`config.mk`:
```
export PLATFORM = sky130hd
export DESIGN_NAME = average_loss_interval_estimator_unit
export DESIGN_NICKNAME = d
export VERILOG_FILES = /design/src/rtl/alie_pkg.sv /design/src/rtl/alie_div.sv /design/src/rtl/average_loss_interval_estimator_unit.sv
export SDC_FILE = /design/constraint.sdc
export NUM_CORES = 1
export LEC_CHECK = 0
export ABC_AREA = 1
export BUFFER_PORTS_ARGS = -buffer_cell sky130_fd_sc_hd__buf_2
export CORE_MARGIN = 10
export CORE_UTILIZATION = 53
export DETAILED_ROUTE_END_ITERATION = 7
export PLACE_DENSITY = 0.71
export SLEW_MARGIN = 20
export SYNTH_ARGS = -nofsm -noshare
export SYNTH_HDL_FRONTEND = slang
export SYNTH_SLANG_ARGS = --single-unit
```
`constraint.sdc`:
```
create_clock -name clk -period 8 [get_ports clk]
set_input_delay 0 -clock clk [delete_from_list [all_inputs] [get_ports clk]]
set_output_delay 0 -clock clk [all_outputs]
set_load 0.02 [all_outputs]
```
`src/rtl/alie_pkg.sv`:
```
// Package for the average loss interval estimator.
// Holds the sequencer state type, register and command codes, the weight table
// and the control/status structs shared with the serial divider.
`default_nettype none

package alie_pkg;

  typedef enum logic [3:0] {
    ST_IDLE,
    ST_RECORD,
    ST_WALK,
    ST_MUL_A,
    ST_MUL_B,
    ST_DIV_AVG,
    ST_WAIT_AVG,
    ST_DIV_RATE,
    ST_WAIT_RATE,
    ST_DONE
  } state_t;

  localparam logic CMD_UPDATE  = 1'b0;
  localparam logic CMD_RESTART = 1'b1;

  localparam logic [1:0] REG_FIRST_LOSS_CAP = 2'd0;
  localparam logic [1:0] REG_INTERVAL_MIN   = 2'd1;
  localparam logic [1:0] REG_INTERVAL_MAX   = 2'd2;

  localparam int PADDR_W = 4;
  localparam int PDATA_W = 32;
  localparam int IVAL_W  = 5;
  localparam int DEN_W   = 5;
  localparam int WT_W    = 3;
  localparam int K_W     = 3;

  localparam logic [IVAL_W-1:0] FIRST_LOSS_CAP_RST = 5'd10;
  localparam logic [IVAL_W-1:0] INTERVAL_MIN_RST   = 5'd2;
  localparam logic [IVAL_W-1:0] INTERVAL_MAX_RST   = 5'd20;
  localparam logic [IVAL_W-1:0] NO_RX_INTERVAL     = 5'd2;

  // Quotient widths of the two divisions and the divider step counter
  localparam int AVG_QBITS  = 24;
  localparam int RATE_QBITS = 16;
  localparam int CNT_W      = 5;
  localparam int FRAC_BITS  = 8;

  typedef struct packed {
    logic start;
    logic rate_mode;
  } div_ctl_t;

  typedef struct packed {
    logic busy;
    logic done;
    logic ovf;
  } div_sts_t;

  // Interval weights in fifths, newest first
  function automatic logic [WT_W-1:0] weight_fifths(input logic [K_W-1:0] idx);
    logic [WT_W-1:0] w;
    case (idx)
      3'd0: w = 3'd5;
      3'd1: w = 3'd5;
      3'd2: w = 3'd5;
      3'd3: w = 3'd5;
      3'd4: w = 3'd4;
      3'd5: w = 3'd3;
      3'd6: w = 3'd2;
      default: w = 3'd1;
    endcase
    return w;
  endfunction

endpackage

`default_nettype wire

```
`src/rtl/alie_div.sv`:
```
// Restoring serial divider, one quotient bit per cycle, with up-front overflow check.
// Produces a 24- or 16-bit quotient; depends on alie_pkg for control/status types.
`default_nettype none

module alie_div #(
  parameter int DW = 27,
  parameter int VW = 19
) (
  input  wire logic                               clk,
  input  wire logic                               rst,
  input  wire alie_pkg::div_ctl_t                 ctl,
  input  wire logic [DW-1:0]                      dividend,
  input  wire logic [VW-1:0]                      divisor,
  output alie_pkg::div_sts_t                      sts,
  output logic      [alie_pkg::AVG_QBITS-1:0]     quotient
);

  logic                               busy;
  logic                               done;
  logic                               ovf;
  logic [alie_pkg::CNT_W-1:0]         cnt;
  logic [VW-1:0]                      rem;
  logic [alie_pkg::AVG_QBITS-1:0]     low;

  logic [DW-1:0]                      hi;
  logic                               hi_ovf;
  logic [VW:0]                        trial;
  logic                               ge;

  always_comb begin
    // Part of the dividend above the quotient bits
    if (ctl.rate_mode) begin
      hi = DW'(dividend >> alie_pkg::RATE_QBITS);
    end else begin
      hi = DW'(dividend >> alie_pkg::AVG_QBITS);
    end
    hi_ovf = hi >= DW'(divisor);
    trial  = {rem, low[alie_pkg::AVG_QBITS-1]};
    ge     = trial >= {1'b0, divisor};
  end

  always_ff @(posedge clk) begin
    if (rst) begin
      busy <= 1'b0;
      done <= 1'b0;
      cnt  <= '0;
    end else begin
      done <= 1'b0;
      if (ctl.start) begin
        if (hi_ovf) begin
          done <= 1'b1;
        end else begin
          busy <= 1'b1;
          cnt  <= ctl.rate_mode ? alie_pkg::CNT_W'(alie_pkg::RATE_QBITS)
                                : alie_pkg::CNT_W'(alie_pkg::AVG_QBITS);
        end
      end else if (busy) begin
        cnt <= cnt - 1'b1;
        if (cnt == alie_pkg::CNT_W'(1)) begin
          busy <= 1'b0;
          done <= 1'b1;
        end
      end
    end
  end

  always_ff @(posedge clk) begin
    if (ctl.start) begin
      ovf      <= hi_ovf;
      quotient <= '0;
      rem      <= hi[VW-1:0];
      if (ctl.rate_mode) begin
        low <= {dividend[alie_pkg::RATE_QBITS-1:0],
                {(alie_pkg::AVG_QBITS-alie_pkg::RATE_QBITS){1'b0}}};
      end else begin
        low <= dividend[alie_pkg::AVG_QBITS-1:0];
      end
    end else if (busy) begin
      quotient <= {quotient[alie_pkg::AVG_QBITS-2:0], ge};
      low      <= {low[alie_pkg::AVG_QBITS-2:0], 1'b0};
      if (ge) begin
        rem <= VW'(trial - {1'b0, divisor});
      end else begin
        rem <= trial[VW-1:0];
      end
    end
  end

  assign sts = {busy, done, ovf};

endmodule

`default_nettype wire

```
`src/rtl/average_loss_interval_estimator_unit.sv`:
```
// Top level of the average loss interval estimator: APB registers, loss
// recording ring, sequencer and weighted-average datapath. Uses alie_pkg and alie_div.
`default_nettype none

// One item is taken at a time; item_stall stays high from the transfer until
// the result is loaded into the output register. A packet update has a record
// step, a walk of the ring with a multiply-add per interval held (1 to
// HISTORY_DEPTH), the MUL_A and MUL_B steps through the shared multiplier for
// the cross-compare of the two averages (only when more than one interval is
// held), then the serial divider runs 24 steps for the average interval and
// 16 for the loss rate unless the average is zero. A saturating quotient skips its
// division steps. A restart, or an update with no history, skips to the done state.
// The result register lets a finished result wait while the next item is taken.

module average_loss_interval_estimator_unit #(
  parameter int HISTORY_DEPTH = 8,
  parameter int SEQ_BITS      = 16
) (
  input  wire logic                          clk,
  input  wire logic                          rst,
  input  wire logic                          psel,
  input  wire logic                          penable,
  input  wire logic                          pwrite,
  input  wire logic [alie_pkg::PADDR_W-1:0]  paddr,
  input  wire logic [alie_pkg::PDATA_W-1:0]  pwdata,
  output logic      [alie_pkg::PDATA_W-1:0]  prdata,
  output logic                               pready,
  input  wire logic                          item_valid,
  output logic                               item_stall,
  input  wire logic                          cmd,
  input  wire logic [SEQ_BITS-1:0]           seq_number,
  input  wire logic [SEQ_BITS-1:0]           last_received,
  output logic                               result_valid,
  input  wire logic                          result_stall,
  output logic      [15:0]                   loss_rate,
  output logic      [23:0]                   avg_interval,
  output logic                               estimate_valid
);

  localparam int HEAD_W = $clog2(HISTORY_DEPTH);
  localparam int LEN_W  = $clog2(HISTORY_DEPTH + 1);
  localparam int NUM_W  = SEQ_BITS + 3;
  localparam int DIV_W  = (NUM_W + 8 > 25) ? NUM_W + 8 : 25;
  localparam int PROD_W = NUM_W + alie_pkg::DEN_W;

  // Configuration registers
  logic [alie_pkg::IVAL_W-1:0] first_loss_cap;
  logic [alie_pkg::IVAL_W-1:0] interval_min;
  logic [alie_pkg::IVAL_W-1:0] interval_max;
  logic                        cfg_wr;
  logic [1:0]                  cfg_idx;

  assign pready  = 1'b1;
  assign cfg_idx = paddr[3:2];
  assign cfg_wr  = psel && penable && pwrite && pready;

  always_ff @(posedge clk) begin
    if (rst) begin
      first_loss_cap <= alie_pkg::FIRST_LOSS_CAP_RST;
      interval_min   <= alie_pkg::INTERVAL_MIN_RST;
      interval_max   <= alie_pkg::INTERVAL_MAX_RST;
    end else if (cfg_wr) begin
      case (cfg_idx)
        alie_pkg::REG_FIRST_LOSS_CAP: first_loss_cap <= pwdata[alie_pkg::IVAL_W-1:0];
        alie_pkg::REG_INTERVAL_MIN:   interval_min   <= pwdata[alie_pkg::IVAL_W-1:0];
        alie_pkg::REG_INTERVAL_MAX:   interval_max   <= pwdata[alie_pkg::IVAL_W-1:0];
        default: ;
      endcase
    end
  end

  always_comb begin
    case (cfg_idx)
      alie_pkg::REG_FIRST_LOSS_CAP: prdata = alie_pkg::PDATA_W'(first_loss_cap);
      alie_pkg::REG_INTERVAL_MIN:   prdata = alie_pkg::PDATA_W'(interval_min);
      alie_pkg::REG_INTERVAL_MAX:   prdata = alie_pkg::PDATA_W'(interval_max);
      default:                      prdata = '0;
    endcase
  end

  // Sequencer and datapath state
  alie_pkg::state_t state;
  alie_pkg::state_t state_next;

  logic                        cmd_r;
  logic [SEQ_BITS-1:0]         seq_r;
  logic [SEQ_BITS-1:0]         last_r;

  logic [alie_pkg::IVAL_W-1:0] ring [HISTORY_DEPTH];
  logic [HEAD_W-1:0]           ring_head;
  logic [LEN_W-1:0]            ring_length;
  logic [SEQ_BITS-1:0]         last_loss_seq;
  logic [15:0]                 held_loss_rate;
  logic [23:0]                 held_avg_interval;

  logic [HEAD_W-1:0]           slot;
  logic [alie_pkg::K_W-1:0]    k;
  logic [NUM_W-1:0]            num_a;
  logic [NUM_W-1:0]            num_b;
  logic [alie_pkg::DEN_W-1:0]  den_a;
  logic [alie_pkg::DEN_W-1:0]  den_b;
  logic [PROD_W-1:0]           p1;
  logic                        pick_b;

  // Loss recording
  logic [SEQ_BITS-1:0]         gap;
  logic                        loss;
  logic [SEQ_BITS-1:0]         span;
  logic [SEQ_BITS:0]           ival_raw;
  logic [SEQ_BITS:0]           ival_lo;
  logic [alie_pkg::IVAL_W-1:0] ival;
  logic [HEAD_W-1:0]           head_inc;
  logic [LEN_W-1:0]            len_after;
  logic [SEQ_BITS-1:0]         s0;

  always_comb begin
    gap      = seq_r - (last_r + 1'b1);
    loss     = (gap != '0) && !gap[SEQ_BITS-1];
    span     = last_r - last_loss_seq;
    ival_raw = {1'b0, span} + 1'b1;
    ival_lo  = (ival_raw < (SEQ_BITS+1)'(interval_min)) ? (SEQ_BITS+1)'(interval_min)
                                                         : ival_raw;
    if (last_loss_seq == '0) begin
      if (last_r == '0) begin
        ival = alie_pkg::NO_RX_INTERVAL;
      end else if (ival_raw > (SEQ_BITS+1)'(first_loss_cap)) begin
        ival = first_loss_cap;
      end else begin
        ival = ival_raw[alie_pkg::IVAL_W-1:0];
      end
    end else if (ival_lo > (SEQ_BITS+1)'(interval_max)) begin
      ival = interval_max;
    end else begin
      ival = ival_lo[alie_pkg::IVAL_W-1:0];
    end
    head_inc = (ring_head == HEAD_W'(HISTORY_DEPTH - 1)) ? '0 : ring_head + 1'b1;
    if (loss && ring_length != LEN_W'(HISTORY_DEPTH)) begin
      len_after = ring_length + 1'b1;
    end else begin
      len_after = ring_length;
    end
    // Packets since the last loss; one right after a loss is recorded
    s0 = loss ? SEQ_BITS'(1) : seq_r - last_loss_seq;
  end

  // Ring walk
  logic [alie_pkg::IVAL_W-1:0] entry;
  logic [3:0]                  kp1;
  logic [3:0]                  len4;
  logic                        use_b;
  logic                        walk_last;
  logic [alie_pkg::WT_W-1:0]   wa;
  logic [alie_pkg::WT_W-1:0]   wb;
  logic [7:0]                  prod_a;
  logic [7:0]                  prod_b;
  logic [HEAD_W-1:0]           slot_dec;

  always_comb begin
    entry     = ring[slot];
    kp1       = 4'(k) + 4'd1;
    len4      = 4'(ring_length);
    use_b     = kp1 < len4;
    walk_last = kp1 == len4;
    wa        = alie_pkg::weight_fifths(k);
    wb        = alie_pkg::weight_fifths(kp1[alie_pkg::K_W-1:0]);
    prod_a    = 8'(wa) * 8'(entry);
    prod_b    = 8'(wb) * 8'(entry);
    slot_dec  = (slot == '0) ? HEAD_W'(HISTORY_DEPTH - 1) : slot - 1'b1;
  end

  // Shared multiplier for the cross-compare
  logic [NUM_W-1:0]           mul_x;
  logic [alie_pkg::DEN_W-1:0] mul_y;
  logic [PROD_W-1:0]          mul_p;

  assign mul_p = PROD_W'(mul_x) * PROD_W'(mul_y);

  logic [NUM_W-1:0]           num_sel;
  logic [alie_pkg::DEN_W-1:0] den_sel;

  assign num_sel = pick_b ? num_b : num_a;
  assign den_sel = pick_b ? den_b : den_a;

  // Divider
  alie_pkg::div_ctl_t div_ctl;
  alie_pkg::div_sts_t div_sts;
  logic [DIV_W-1:0]   div_dividend;
  logic [NUM_W-1:0]   div_divisor;
  logic [23:0]        div_q;

  always_comb begin
    if (div_ctl.rate_mode) begin
      div_dividend = DIV_W'({den_sel, 16'h0000}) + DIV_W'(num_sel[NUM_W-1:1]);
      div_divisor  = num_sel;
    end else begin
      div_dividend = DIV_W'({num_sel, {alie_pkg::FRAC_BITS{1'b0}}})
                   + DIV_W'(den_sel[alie_pkg::DEN_W-1:1]);
      div_divisor  = NUM_W'(den_sel);
    end
  end

  alie_div #(
    .DW(DIV_W),
    .VW(NUM_W)
  ) u_div (
    .clk      (clk),
    .rst      (rst),
    .ctl      (div_ctl),
    .dividend (div_dividend),
    .divisor  (div_divisor),
    .sts      (div_sts),
    .quotient (div_q)
  );

  // Next state
  logic out_free;

  assign out_free = !result_valid || !result_stall;

  always_comb begin
    state_next = state;
    case (state)
      alie_pkg::ST_IDLE: begin
        if (item_valid) state_next = alie_pkg::ST_RECORD;
      end
      alie_pkg::ST_RECORD: begin
        if (cmd_r == alie_pkg::CMD_RESTART || len_after == '0) begin
          state_next = alie_pkg::ST_DONE;
        end else begin
          state_next = alie_pkg::ST_WALK;
        end
      end
      alie_pkg::ST_WALK: begin
        if (walk_last) begin
          state_next = (len4 > 4'd1) ? alie_pkg::ST_MUL_A : alie_pkg::ST_DIV_AVG;
        end
      end
      alie_pkg::ST_MUL_A:   state_next = alie_pkg::ST_MUL_B;
      alie_pkg::ST_MUL_B:   state_next = alie_pkg::ST_DIV_AVG;
      alie_pkg::ST_DIV_AVG: state_next = alie_pkg::ST_WAIT_AVG;
      alie_pkg::ST_WAIT_AVG: begin
        if (div_sts.done) begin
          state_next = (num_sel == '0) ? alie_pkg::ST_DONE : alie_pkg::ST_DIV_RATE;
        end
      end
      alie_pkg::ST_DIV_RATE: state_next = alie_pkg::ST_WAIT_RATE;
      alie_pkg::ST_WAIT_RATE: begin
        if (div_sts.done) state_next = alie_pkg::ST_DONE;
      end
      alie_pkg::ST_DONE: begin
        if (out_free) state_next = alie_pkg::ST_IDLE;
      end
      default: state_next = alie_pkg::ST_IDLE;
    endcase
  end

  // Sequencer outputs
  logic take_item;
  logic do_record;
  logic do_walk;
  logic do_mul_a;
  logic do_mul_b;
  logic avg_done;
  logic rate_done;
  logic load_out;

  always_comb begin
    item_stall        = 1'b1;
    do_record         = 1'b0;
    do_walk           = 1'b0;
    do_mul_a          = 1'b0;
    do_mul_b          = 1'b0;
    avg_done          = 1'b0;
    rate_done         = 1'b0;
    load_out          = 1'b0;
    div_ctl.start     = 1'b0;
    div_ctl.rate_mode = 1'b0;
    mul_x             = num_b;
    mul_y             = den_a;
    case (state)
      alie_pkg::ST_IDLE:   item_stall = 1'b0;
      alie_pkg::ST_RECORD: do_record  = 1'b1;
      alie_pkg::ST_WALK:   do_walk    = 1'b1;
      alie_pkg::ST_MUL_A: begin
        do_mul_a = 1'b1;
        mul_x    = num_a;
        mul_y    = den_b;
      end
      alie_pkg::ST_MUL_B:   do_mul_b = 1'b1;
      alie_pkg::ST_DIV_AVG: div_ctl.start = 1'b1;
      alie_pkg::ST_WAIT_AVG: avg_done = div_sts.done;
      alie_pkg::ST_DIV_RATE: begin
        div_ctl.start     = 1'b1;
        div_ctl.rate_mode = 1'b1;
      end
      alie_pkg::ST_WAIT_RATE: begin
        div_ctl.rate_mode = 1'b1;
        rate_done         = div_sts.done;
      end
      alie_pkg::ST_DONE: load_out = out_free;
      default: ;
    endcase
  end

  assign take_item = item_valid && !item_stall;

  always_ff @(posedge clk) begin
    if (rst) begin
      state <= alie_pkg::ST_IDLE;
    end else begin
      state <= state_next;
    end
  end

  // Control state
  always_ff @(posedge clk) begin
    if (rst) begin
      ring_head         <= HEAD_W'(HISTORY_DEPTH - 1);
      ring_length       <= '0;
      last_loss_seq     <= '0;
      held_loss_rate    <= '0;
      held_avg_interval <= '0;
      result_valid      <= 1'b0;
    end else begin
      if (do_record) begin
        if (cmd_r == alie_pkg::CMD_RESTART) begin
          ring_length       <= '0;
          held_loss_rate    <= '0;
          held_avg_interval <= '0;
        end else if (loss) begin
          ring_head     <= head_inc;
          ring_length   <= len_after;
          last_loss_seq <= seq_r - 1'b1;
        end
      end
      if (avg_done) begin
        held_avg_interval <= div_sts.ovf ? 24'hFFFFFF : div_q;
        // Zero average: the rate saturates
        if (num_sel == '0) held_loss_rate <= 16'hFFFF;
      end
      if (rate_done) begin
        held_loss_rate <= div_sts.ovf ? 16'hFFFF : div_q[15:0];
      end
      if (load_out) begin
        result_valid <= 1'b1;
      end else if (result_valid && !result_stall) begin
        result_valid <= 1'b0;
      end
    end
  end

  // Payload registers
  always_ff @(posedge clk) begin
    if (take_item) begin
      cmd_r  <= cmd;
      seq_r  <= seq_number;
      last_r <= last_received;
    end
    if (do_record && cmd_r == alie_pkg::CMD_UPDATE && loss) begin
      ring[head_inc] <= ival;
    end
    if (do_record) begin
      slot   <= loss ? head_inc : ring_head;
      k      <= '0;
      num_a  <= '0;
      den_a  <= '0;
      num_b  <= NUM_W'({s0, 2'b00}) + NUM_W'(s0);
      den_b  <= alie_pkg::DEN_W'(alie_pkg::weight_fifths('0));
      pick_b <= 1'b0;
    end
    if (do_walk) begin
      slot  <= slot_dec;
      k     <= k + 1'b1;
      num_a <= num_a + NUM_W'(prod_a);
      den_a <= den_a + alie_pkg::DEN_W'(wa);
      if (use_b) begin
        num_b <= num_b + NUM_W'(prod_b);
        den_b <= den_b + alie_pkg::DEN_W'(wb);
      end
    end
    if (do_mul_a) begin
      p1 <= mul_p;
    end
    if (do_mul_b) begin
      pick_b <= p1 < mul_p;
    end
    if (load_out) begin
      loss_rate      <= held_loss_rate;
      avg_interval   <= held_avg_interval;
      estimate_valid <= ring_length != '0;
    end
  end

  // Checks
  a_len_bound: assert property (@(posedge clk) disable iff (rst)
    ring_length <= LEN_W'(HISTORY_DEPTH))
    else $error("ring length beyond history depth");

  a_div_idle_start: assert property (@(posedge clk) disable iff (rst)
    div_ctl.start |-> !div_sts.busy)
    else $error("divider started while busy");

  a_take_record: assert property (@(posedge clk) disable iff (rst)
    take_item |=> state == alie_pkg::ST_RECORD)
    else $error("transfer did not start recording");

  a_done_loads: assert property (@(posedge clk) disable iff (rst)
    (state == alie_pkg::ST_DONE && !result_stall) |=> result_valid)
    else $error("finished result not loaded");

endmodule

`default_nettype wire

```
; After elaboration in Yosys (flattened, before gate mapping)
; Memory sizes are Yosys's and may differ from the RTL's. A register that Yosys moved wholly into a read port is not among the register bits.
; Cells that the tools add are included.
; W data, S select, Z words.
[op_classes]
n_addsub = 20
mul = 3
magnitude_cmp = 8
eq_ne = 33
muxes = 90
n_bitwise = 1
reduce_logical = 44
[op_table]
columns = op, count
row1 = $mux W19, 11
row2 = $mux W24, 7
row3 = $mux W16, 7
row4 = $mux W5, 14
row5 = $sub A16 B16 Y16, 3
row6 = $mux W4, 11
row7 = $pmux W4 S10, 1
row8 = $add A19 B8 Y19, 2
row9 = $gt A17 B5 Y1, 2
row10 = $logic_not A16 Y1, 2
row11 = $add A27 B4 Y27, 1
row12 = $ge A27 B19 Y1, 1
row13 = $mux W27, 1
row14 = $mux W3, 9
row15 = $lt A24 B24 Y1, 1
row16 = $mul A19 B5 Y24, 1
row17 = $mux W1, 24
row18 = $pmux W3 S4, 2
row19 = $add A21 B18 Y22, 1
row20 = $eq A3 B3 Y1 const B, 7
row21 = $ge A20 B19 Y1, 1
row22 = $add A18 B16 Y19, 1
row23 = $logic_not A19 Y1, 1
row24 = $sub A19 B19 Y19, 1
row25 = other kinds (44), 87
[totals]
regBits = 311
ram_bits = 40
input_bits = 76
out_inout_bits = 76
elab_cells = 231
n_memories = 1
[mem_list]
columns = name, words, word_bits, read_ports, rd_ports_with_merged_regs, write_ports, line_no
row1 = ring, 8, 5, 1, 1, 1, average_loss_interval_estimator_unit.sv:89  ; logic [alie_pkg::IVAL_W-1:0] ring [HISTORY_DEPTH];

; Logic depth before layout (Yosys ltp)
[logic_depth]
ltp_word = 10
depth_mapped = 36
mapped_depth_nobuf = 35

; Cells and area by module
; From an unflattened synthesis, not the netlist that was laid out.
[unflattened]
hier_cells = 3400
hier_area_um2 = 26223.9
[by_module_without_submodules]
columns = module, instances, cells_per_inst, area_per_inst_um2, seq_area_each_um2
row1 = average_loss_interval_estimator_unit, 1, 2727, 21249.1, 7277.0
row2 = alie_div, 1, 673, 4974.8, 1941.9

; Least setup slack after synthesis
; Ideal clock, no wire load.
[synth_timing]
path_type = flip-flop to flip-flop
startpoint = register state[3]
endpoint = register pick_b, data pin
setup_ns = 0.146
t_arrival_ns = 6.316
t_required_ns = 7.854
setup_slack_ns = 1.538
path_stages_with_launch = 30
n_path_buf = 0
period_less_slack_ns = 6.462
path_cell_list = dfxtp_1 > nor2_1 > nand2_1 > inv_1 > o21ai_0 > or2_2 > fa_1 > fa_1 > fa_1 > inv_1 > ha_1 > nand2_1 > nor2_1 > nand2_1 > and3_1 > o21ai_1 > a31oi_1 > o21ai_1 > a21boi_0 > o21ai_1 > a21boi_0 > xnor2_1 > inv_1 > ha_1 > nand2_1 > nor2_1 > a211oi_1 > o221ai_1 > or2_2 > a21oi_1
[synth_via]
elab_chain_len = 5
elab_cells_between_ends = 8
classes_between = 1 x mul / 1 x order compare / 2 x eq/ne / 4 x mux
[synth_rtl]
columns = item, line_no
row1 = "start, declared", average_loss_interval_estimator_unit.sv:82  ; alie_pkg::state_t state;
row2 = "start signal, assigned", average_loss_interval_estimator_unit.sv:309  ; state <= alie_pkg::ST_IDLE;
row3 = "start signal, assigned", average_loss_interval_estimator_unit.sv:311  ; state <= state_next;
row4 = $eq A4 B2 Y1 (*), average_loss_interval_estimator_unit.sv:280  ; case (state)
row5 = $mux W19 or $mux W5 (tied branches), average_loss_interval_estimator_unit.sv:280
row6 = $mul A19 B5 Y24 (*), average_loss_interval_estimator_unit.sv:176  ; assign mul_p = PROD_W'(mul_x) * PROD_W'(mul_y);
row7 = net mul_p[19], average_loss_interval_estimator_unit.sv:174  ; logic [PROD_W-1:0] mul_p;
row8 = $lt A24 B24 Y1 (*), average_loss_interval_estimator_unit.sv:385  ; pick_b <= p1 < mul_p;
row9 = $mux W1 (*), average_loss_interval_estimator_unit.sv:384  ; if (do_mul_b) begin
row10 = "end signal, assigned", average_loss_interval_estimator_unit.sv:385
row11 = "end, declared", average_loss_interval_estimator_unit.sv:103  ; logic pick_b;
; The timed path passes the listed nets; every way through them passes the cells marked *.
; A chain may end at the register's enable or synchronous reset.

; Worst setup path in the final report
; Same ends and word-level chain as after synthesis.

==> metrics.yaml <==
detailed_routing:
  firstDrtPassIters: 8
  postRouteAntennaNets: 0
  dr.first_iter.drc_count: 1531
  route.detailed.drc: 0
  vias_per_cell: 5.49
  vias: 21300
  drt-total-wl_mm: 63.1
  wl_per_cell_um: 16.3
clocking:
  cts_tree: "yes"
  cts_setup_buffers: 0
  root_buffer: "clkbuf_16"
  clk_pin_slew_ns: 0.06
  clk_latency_ns: 0.57
  cts_max_path_buffers: 3
  cts.sinks: 354
  cts_max_level: 2
  cts_buffers: 40
yosys:
  synth_mux_area_frac: 0.00438
  synth_top_family_by_area: "simple AND/OR/NAND/NOR gates"
  synth_ff_type: "edfxtp_1"
  synth_warnings: 0
  synth-edff-count: 213
  synthCells: 3118
  ys_types: 62
  yosys_register_bits: 354
  yosysTopAreaCellShare: 0.255
  synthXorXnorAreaFrac: 0.0330
  syn_area_um2: 25100
  yosys.area_share.simple: 0.196
  async_flop_share: 0
  syn_avg_cell_area_um2: 8.06
  synth_top_area_cell: "edfxtp_1"
  synth_compound_area_frac: 0.144
  synthAdderAreaFrac: 0.163
  netlist_top_cells_area: "edfxtp_1 25%, dfxtp_1 11%, ha_1 10%"
  synth.yosys.seq_area_share: 0.367
timing:
  hold_viol_final: 0
  period_needed_ns: 7.04
  setup_tns_ns: 0
  finClkSkew_ns: 0.0180
  slew_headroom: 0.273
  setup_violations: 0
  period_share: 0.880
  fmax_ghz: 0.142
  worst_slew_pin_slew_ns: 1.08
  rsz0062_at_grt: "false"
  finalMaxSlewViolations: 0
job:
  cap_viol_max_count: 0
critical_path:
  rr_endpoint: "pick_b$_SDFFCE_PN0P_"
  rr_worst_depth: 30
  crit_path_end: "pick_b$_SDFFCE_PN0P_"
  critPathMaxFanout: 19
  critical-path-slowest-cell: "fa_1"
  cp.arrival_ns: 7.46
  reg2reg_setup_slack_ns: 0.96
  slowest_delay_ns: 0.55
  path_class: "flop to flop"
  start_kind: "flop"
  cp.required_ns: 8.42
  crit_path_start: "state[3]$_SDFFE_PP0P_"
  end_kind: "flop"
  r2r_start: "state[3]$_SDFFE_PP0P_"
final_layout:
  syn_to_final_growth_pct: 11.1
  drive_gt1_frac: 0.0758
  fillers: 4126
  diodes: 0
  layout.nets: 3598
global_routing:
  grt_max_degree: 58
  grt_pass1_wl_mm: 103
  grt_pass1_vias: 20800
  antenna_found_initial: 0
  grt_util_all_layers: 0.218
  grt-ovfl-total: 0
floorplanning:
  die_y_um: 238
  die_area_um2: 56500
  fp-row-count: 79
  initial_core_util: 0.537
  die_w_um: 238
  core_area_um2: 46800
  io_pins: 152
run_status:
  status: "finished clean"
placement:
  place_hpwl_mm: 47.5
  place_congestion: 0.948
  port-buffer-count: 94
min_path:
  hold_start: "rst"
  min_path_cells: 3
  hold_path_class: "primary input to flop"
-- cell families after synthesis --
logic type               count (synthesis)
AO/OA/AOI/OAI                          635
XOR/XNOR                                90
adder cells (fa/ha/maj)                281
buffers and inverters                  583
flip-flops                             354
multiplexers                            11
other                                    2
AND/OR/NAND/NOR                       1162
-- critical path, delay by kind of cell, from the launching register on --
family	cells	cell delay [ns]
AOI/OAI and AO/OA	10	1.81
DFF	1	0.33
xor gates and xnor gates	1	0.16
adders and majority gates	5	2.21
buffers and inverters	4	0.50
and+or+nand+nor	10	1.90
-- state kept, by name (all words and copies together) (netlist names), 16 cells and up, named ones only --
signal and cells:
seq_r 16, last_r 16, u_div.low 24, loss_rate 16, num_b 19, p1 24
avg_interval 24, held_loss_rate 16, ring 40, last_loss_seq 16, u_div.quotient 24, num_a 19
u_div.rem 19, held_avg_interval 24
-- final cells by class --
| cell class | instances | area [µm²] | area share |
|---|---|---|---|
| sequential | 354 | 9220 | 0.330 |
| timing repair buffer | 163 | 1130 | 0.0404 |
| tap | 607 | 759 | 0.0272 |
| inverter | 475 | 1780 | 0.0639 |
| clock buffer | 56 | 1140 | 0.0409 |
| multi-input combinational | 2207 | 13700 | 0.493 |
| clock inverter | 16 | 130 | 0.00466 |
-- worst min-delay path by stage --
stage,end,slack [ns]
after floorplan,cmd_r$_DFFE_PP_,0.1
after global placement,last_r[4]$_DFFE_PP_,0.18
after detailed placement,last_r[11]$_DFFE_PP_,0.18
after CTS,interval_max[0]$_SDFFE_PP0P_,0.03
after global routing,held_avg_interval[14]$_SDFFE_PP0P_,0.08
final,held_avg_interval[14]$_SDFFE_PP0P_,0.07
-- Yosys cell counts (all sizes together) (21+ instances only) --
cell / instances
a21oi: 235
a22oi: 23
a31oi: 28
buf: 40
clkbuf: 68
dfxtp: 141
edfxtp: 213
fa: 77
ha: 204
inv: 470
nand2: 666
nand3: 116
nand4: 28
nor2: 250
nor3: 49
nor4: 21
o21ai: 232
or2: 24
xnor2: 47
xor2: 43
-- what timing repair did --
item / 4_1_cts / 5_1_grt
hold endpoints to repair: 50 / 3
hold buffers: 50 / 1
gates resized for setup: 0 / 0
-- cells in the final DEF, fill, tap and decap left out, types with 20 or more instances in the layout --
| cell type | instances |
|---|---|
| a21oi_1 | 232 |
| a22oi_1 | 23 |
| a31oi_1 | 28 |
| buf_2 | 94 |
| clkbuf_16 | 41 |
| conb_1 | 28 |
| dfxtp_1 | 141 |
| dlygate4sd3_1 | 51 |
| edfxtp_1 | 213 |
| fa_1 | 77 |
| ha_1 | 204 |
| inv_1 | 467 |
| nand2_1 | 649 |
| nand3_1 | 109 |
| nand4_1 | 28 |
| nor2_1 | 239 |
| nor3_1 | 48 |
| nor4_1 | 20 |
| o21ai_0 | 223 |
| or2_2 | 24 |
| xnor2_1 | 47 |
| xor2_1 | 39 |
-- layer usage --
metal	GRT usage	vias up	share of wire
met3	0.0294	113	0.050
met4	0.0715	0	0.027
met5	0	-	0
li1	-	10600	-
met1	0.277	10000	0.44
met2	0.376	569	0.49
-- through the flow --
stage	util	hold WS [ns]	instances	setup slack [ns]	area, µm²
after floorplan	-	0.0989	3144	1.54	25200
after global placement	0.558	0.177	3754	1.14	26100
after detailed placement	0.558	0.178	3754	1.00	26100
after CTS	0.596	0.0335	3876	0.969	27900
after global routing	0.597	0.0835	3878	0.293	27900
final	0.597	0.0683	3878	0.956	27900
Power is left out: the tool's default activity adds up to more than one toggle a clock period on the data nets, which glitch-free logic cannot reach.
